--- src/rtl/core/ordered_multiset_rank_engine_defines.svh ---
// Assertion macros used by the core RTL.
`ifndef ORDERED_MULTISET_RANK_ENGINE_DEFINES_SVH
`define ORDERED_MULTISET_RANK_ENGINE_DEFINES_SVH

`ifndef SYNTHESIS
`define OMRE_ASSERT_NOW(label, ante, cons) \
    label: assert property (@(posedge i_clk) disable iff (!i_rst_n) (ante) |-> (cons)) \
        else $error("assertion failed");
`define OMRE_ASSERT_NEXT(label, ante, cons) \
    label: assert property (@(posedge i_clk) disable iff (!i_rst_n) (ante) |=> (cons)) \
        else $error("assertion failed");
`else
`define OMRE_ASSERT_NOW(label, ante, cons)
`define OMRE_ASSERT_NEXT(label, ante, cons)
`endif

`endif

--- src/rtl/core/omre_pkg.sv ---
package omre_pkg;

    localparam int OMRE_CAPACITY = 256;

    localparam logic [2:0] CMD_INSERT = 3'd0;
    localparam logic [2:0] CMD_DELETE = 3'd1;
    localparam logic [2:0] CMD_RANK   = 3'd2;
    localparam logic [2:0] CMD_SELECT = 3'd3;
    localparam logic [2:0] CMD_PRED   = 3'd4;
    localparam logic [2:0] CMD_SUCC   = 3'd5;

    localparam logic [1:0] ST_OK     = 2'd0;
    localparam logic [1:0] ST_ABSENT = 2'd1;
    localparam logic [1:0] ST_FULL   = 2'd2;

    localparam logic signed [31:0] KEY_MIN = 32'sh8000_0000;
    localparam logic signed [31:0] KEY_MAX = 32'sh7FFF_FFFF;

    typedef struct packed {
        logic [2:0]         cmd;
        logic signed [31:0] operand;
    } t_ctl;

    typedef struct packed {
        logic ins;
        logic del;
    } t_wr;

endpackage

--- src/rtl/core/omre_cell.sv ---
module omre_cell #(
    parameter int IDX = 0
) (
    input  logic                 i_clk,
    input  omre_pkg::t_ctl       i_ctl,
    input  omre_pkg::t_wr        i_wr,
    input  logic                 i_occ,
    input  logic signed [31:0]   i_left_key,
    input  logic signed [31:0]   i_right_key,
    input  logic                 i_left_lt,
    input  logic                 i_left_le,
    input  logic                 i_right_lt,
    output logic signed [31:0]   o_key,
    output logic                 o_lt,
    output logic                 o_le,
    output logic                 o_bound,
    output logic                 o_pick,
    output logic signed [31:0]   o_pick_key
);
    import omre_pkg::*;

    logic signed [31:0] r_key;
    logic signed [31:0] n_key;
    logic signed [31:0] b;
    logic               first_ge;
    logic               first_gt;

    assign b        = i_ctl.operand;
    assign o_lt     = i_occ && (r_key < b);
    assign o_le     = i_occ && (r_key <= b);
    assign o_bound  = o_lt && !i_right_lt;
    assign first_ge = !o_lt && i_left_lt;
    assign first_gt = !o_le && i_left_le;
    assign o_key    = r_key;

    always_comb begin
        case (i_ctl.cmd)
            CMD_DELETE: o_pick = i_occ && first_ge && (r_key == b);
            CMD_SELECT: o_pick = i_occ && ($unsigned(i_ctl.operand) == 32'(IDX + 1));
            CMD_PRED:   o_pick = o_bound;
            CMD_SUCC:   o_pick = i_occ && first_gt;
            default:    o_pick = 1'b0;
        endcase
    end

    assign o_pick_key = o_pick ? r_key : 32'sd0;

    // insert opens a slot at the first key above b; delete closes the gap
    always_comb begin
        n_key = r_key;
        if (i_wr.ins && !o_le) begin
            n_key = first_gt ? b : i_left_key;
        end else if (i_wr.del && !o_lt) begin
            n_key = i_right_key;
        end
    end

    always_ff @(posedge i_clk) begin
        r_key <= n_key;
    end

endmodule

--- config.mk ---
export PLATFORM = sky130hd
export DESIGN_NAME = omre_cell
export DESIGN_NICKNAME = d
export VERILOG_FILES = /design/src/rtl/core/ordered_multiset_rank_engine_defines.svh /design/src/rtl/core/omre_pkg.sv /design/src/rtl/core/omre_cell.sv
export SDC_FILE = /design/constraint.sdc
export NUM_CORES = 1
export LEC_CHECK = 0
export BUFFER_PORTS_ARGS = -buffer_cell sky130_fd_sc_hd__buf_2
export CAP_MARGIN = 20
export CORE_ASPECT_RATIO = 1.25
export CORE_MARGIN = 10
export CORE_UTILIZATION = 26
export CTS_BUF_LIST = sky130_fd_sc_hd__clkbuf_4 sky130_fd_sc_hd__clkbuf_8 sky130_fd_sc_hd__clkbuf_16
export CTS_CLUSTER_DIAMETER = 120
export CTS_CLUSTER_SIZE = 25
export DETAILED_ROUTE_END_ITERATION = 6
export PLACE_DENSITY_LB_ADDON = 0.05
export SLEW_MARGIN = 20
export SYNTH_ARGS = -nofsm -noshare
export SYNTH_HDL_FRONTEND = slang
export SYNTH_SLANG_ARGS = --single-unit
--- constraint.sdc ---
create_clock -name i_clk -period 5.4 [get_ports i_clk]
set_input_delay 1.35 -clock i_clk [delete_from_list [all_inputs] [get_ports i_clk]]
set_output_delay 1.35 -clock i_clk [all_outputs]
set_load 0.01 [all_outputs]
==> impl_results.md <==
- Residual DRC: 0
- Post-synth EDFFs: 32
- Sequential share of power: between 30% and 40%
- Clock Skews: between 3 and 4 ps
- Nets: between 600 and 700
- Ports: 174
- Via count: approximately 2800
- Cell Area, Placed: 4200 sq um
- DRT Wirelength: around 12 mm
- HP Start: i_right_key[3]
- Initial Util: a little over a quarter
- H-tree depth: 2
- Synthesized area: 3160 sq um
- Maxcap violations: 0
- Crit Path Max Fanout: 17
- Period minus WS final: 5130 ps
- Synth Warn #: 0
- Largest register FFs: 32
- Final Hold Viols: 0
- Hold crit path type: in -> reg
- PwrDens: 250 nW/um^2
- Layout cells sized above 1: roughly 56%
- Critical path launch point: i_ctl[27]
- DP HPWL: 9.34 mm
- Synthesized Nets: around 430
- Clk sinks: 32
- Core region area: roughly 12000 sq um
- Filler cells: 1272
- CP Data Required Time: roughly 4100 ps
- RSZ-0062 raised after global routing: false
- Area fraction of the dominant cell type after synthesis: 30.4%
- Post-synthesis register bit count: 32
- Post-DRT Antenna Nets: 0
- Fin Setup TNS: 0 ps
- Area leader, netlist: edfxtp_1
- Count of final setup violators: 0
- Number of global-route vias before repair: between 3000 and 4000
- Main synth FF type: edfxtp_1
- Overall global routing resource usage: ~13%
- Logic pwr share: 39.5%
- Yosys cell types: 42
- Final instance area: between 4000 and 5000 sq um
- Initial drt markers: 76
- Clk Latency, worst-skew pair: roughly 280 ps
- CTS tree: yes
- Leak: 2.18 nW
- Crit start category: input pin
- Ys async rst share: 0%
- Die Y: ~140 um
- Internal: ~0.00073 W
- Layout area overhead: 39.5%
- Hold path cells: 2
- First-pass GRT wire length: approximately 18 mm
- CP Class: in -> out
- Final core utilization: a little under two fifths
- Row count: 44
- Synth Area per Inst: approximately 11 sq um
- Initial antenna violation count: 2
- Area contributors post-synth: edfxtp_1, mux2_2, ha_1
- CP arrival: ~3800 ps
- Drt wl/cell: 18.3 um
- Clock group share of total power: about a quarter
- Slew Viols, Final: 0
- Synth Instances: 291
- DIE AREA: ~17000 sq um
- Clock transition at path regs: about 60 ps
- Root Driver: clkbuf_16
- Largest net degree at the start of global routing: 34
- Part of the cycle the worst path needs: between 90 and 100%
- Sequential cell area fraction in the yosys report: 30.4%
- Fmax: around 190 MHz
- Endpoint class of the critical path: output pin
- DR vias/cell: around 4.5
- Worst r2r path cells: 9
- Longest Clk Path Bufs: 2
- Total net switching power: ~0.00037 W
- Overall power: between 0.001 and 0.0015 W
- Port bufs: between 150 and 200
- DR pass1 iterations: 5
- Status: finished, final reports clean
- RR Startpoint: o_key[27]
- Peak supply drop: between 100 and 150 uV
- Overflow after GRT: 0
- Die span in x: roughly 120 um
- Sw Ratio: roughly a third
- Relative max-transition margin: a little over 50%
- Total CTS buffers: 5
- Pin slew with the least headroom to its limit: about 730 ps
- Gpl congestion: 0.772
-- worst paths after layout --
kind                         end  slack (ps)
hold / removal          o_key[3]        1350
setup reg to reg       o_key[11]        2010
setup / recovery  o_pick_key[31]         270
hold reg to reg        o_key[25]        1390
-- what timing repair did --
item / CTS / global route
hold buffers: 0 / 0
endpoints found under the setup margin: 1 / 33
pin swaps: 0 / 1
resized for setup: 1 / 1
setup buffers: 0 / 3
cloned: 0 / 1
-- cell usage in the layout, fill, tap and decap left out, types with 6 or more instances in the layout --
cell / n
a21oi_1: 17
buf_2: 173
buf_4: 6
edfxtp_1: 32
ha_1: 32
inv_1: 38
mux2_1: 25
mux2_2: 39
nand2_1: 10
nand4_1: 8
nor2_1: 6
nor2b_2: 18
nor2b_4: 10
nor4_1: 6
-- Yosys cell counts (all sizes together), types with 2 or more instances --
| library cell | instances |
|---|---|
| nor2b | 32 |
| a21oi | 17 |
| edfxtp | 32 |
| nor3 | 3 |
| ha | 32 |
| nor2 | 7 |
| o21ai | 6 |
| a21o | 3 |
| nor4b | 2 |
| clkbuf | 4 |
| and3 | 2 |
| mux2 | 64 |
| nand3 | 2 |
| nand4 | 9 |
| nand3b | 2 |
| buf | 6 |
| inv | 38 |
| nor4 | 7 |
| nand2 | 10 |
| or4 | 2 |
-- metrics by stage --
stage | setup slack, ps | hold slack [ps] | cells
detailed placement | -5.42 | 1410 | 620
floorplan | 638 | 1270 | 291
finish | 267 | 1350 | 634
CTS | 26.6 | 1340 | 628
global placement | 30.1 | 1380 | 620
global route | 6.97 | 1350 | 632
-- kinds of logic (layout without fill, tap and decap cells) --
group | Yosys count | after routing | synth area share, %
other | 0 | 2 | 0
buffers and inverters | 48 | 227 | 7.05
AND/OR/NAND/NOR | 81 | 81 | 19.6
adder cells (fa/ha/maj) | 32 | 32 | 12.7
AO/OA/AOI/OAI | 34 | 35 | 7.52
flip-flops | 32 | 32 | 30.4
multiplexers | 64 | 64 | 22.8
-- area by class of cell --
class / count / area, sq um / share of cell area (%)
antenna: 2 / 5.00 / 0.113
clock buffer: 7 / 140 / 3.18
clock inverter: 1 / 3.75 / 0.0851
inverter: 38 / 143 / 3.23
multi-input combinational: 212 / 2010 / 45.5
sequential: 32 / 961 / 21.8
tap: 161 / 201 / 4.57
timing repair buffer: 181 / 951 / 21.6
-- power groups by stage --
stage,registers (W),clock network [W],logic [W]
final,0.000379,0.000289,0.000436
after global placement,0.000386,0,0.000437
after global routing,0.000388,0.000311,0.000491
after detailed placement,0.000387,0,0.000438
after CTS,0.000382,0.000302,0.000442
after floorplan,0.000399,0,0.000243
-- layer usage --
| metal | track usage [%] | part of all wire [%] | vias to the layer above |
|---|---|---|---|
| li1 | - | - | 1417 |
| met1 | 14.8 | 42 | 1295 |
| met2 | 22.7 | 50 | 100 |
| met3 | 4.69 | 7.6 | 8 |
| met4 | 2.83 | 0.60 | 2 |
| met5 | 0 | 0.16 | - |
-- worst max-delay path, cell delays in order --
cell and delay (ps):
buf_2 110, inv_1 40, ha_1 300, nand4_1 230
nor4_4 400, and3_1 250, nand3b_1 90, a211o_1 340
o221a_4 390, nor2b_1 150, buf_2 140
Note: power is estimated with default switching activity, not from simulation.
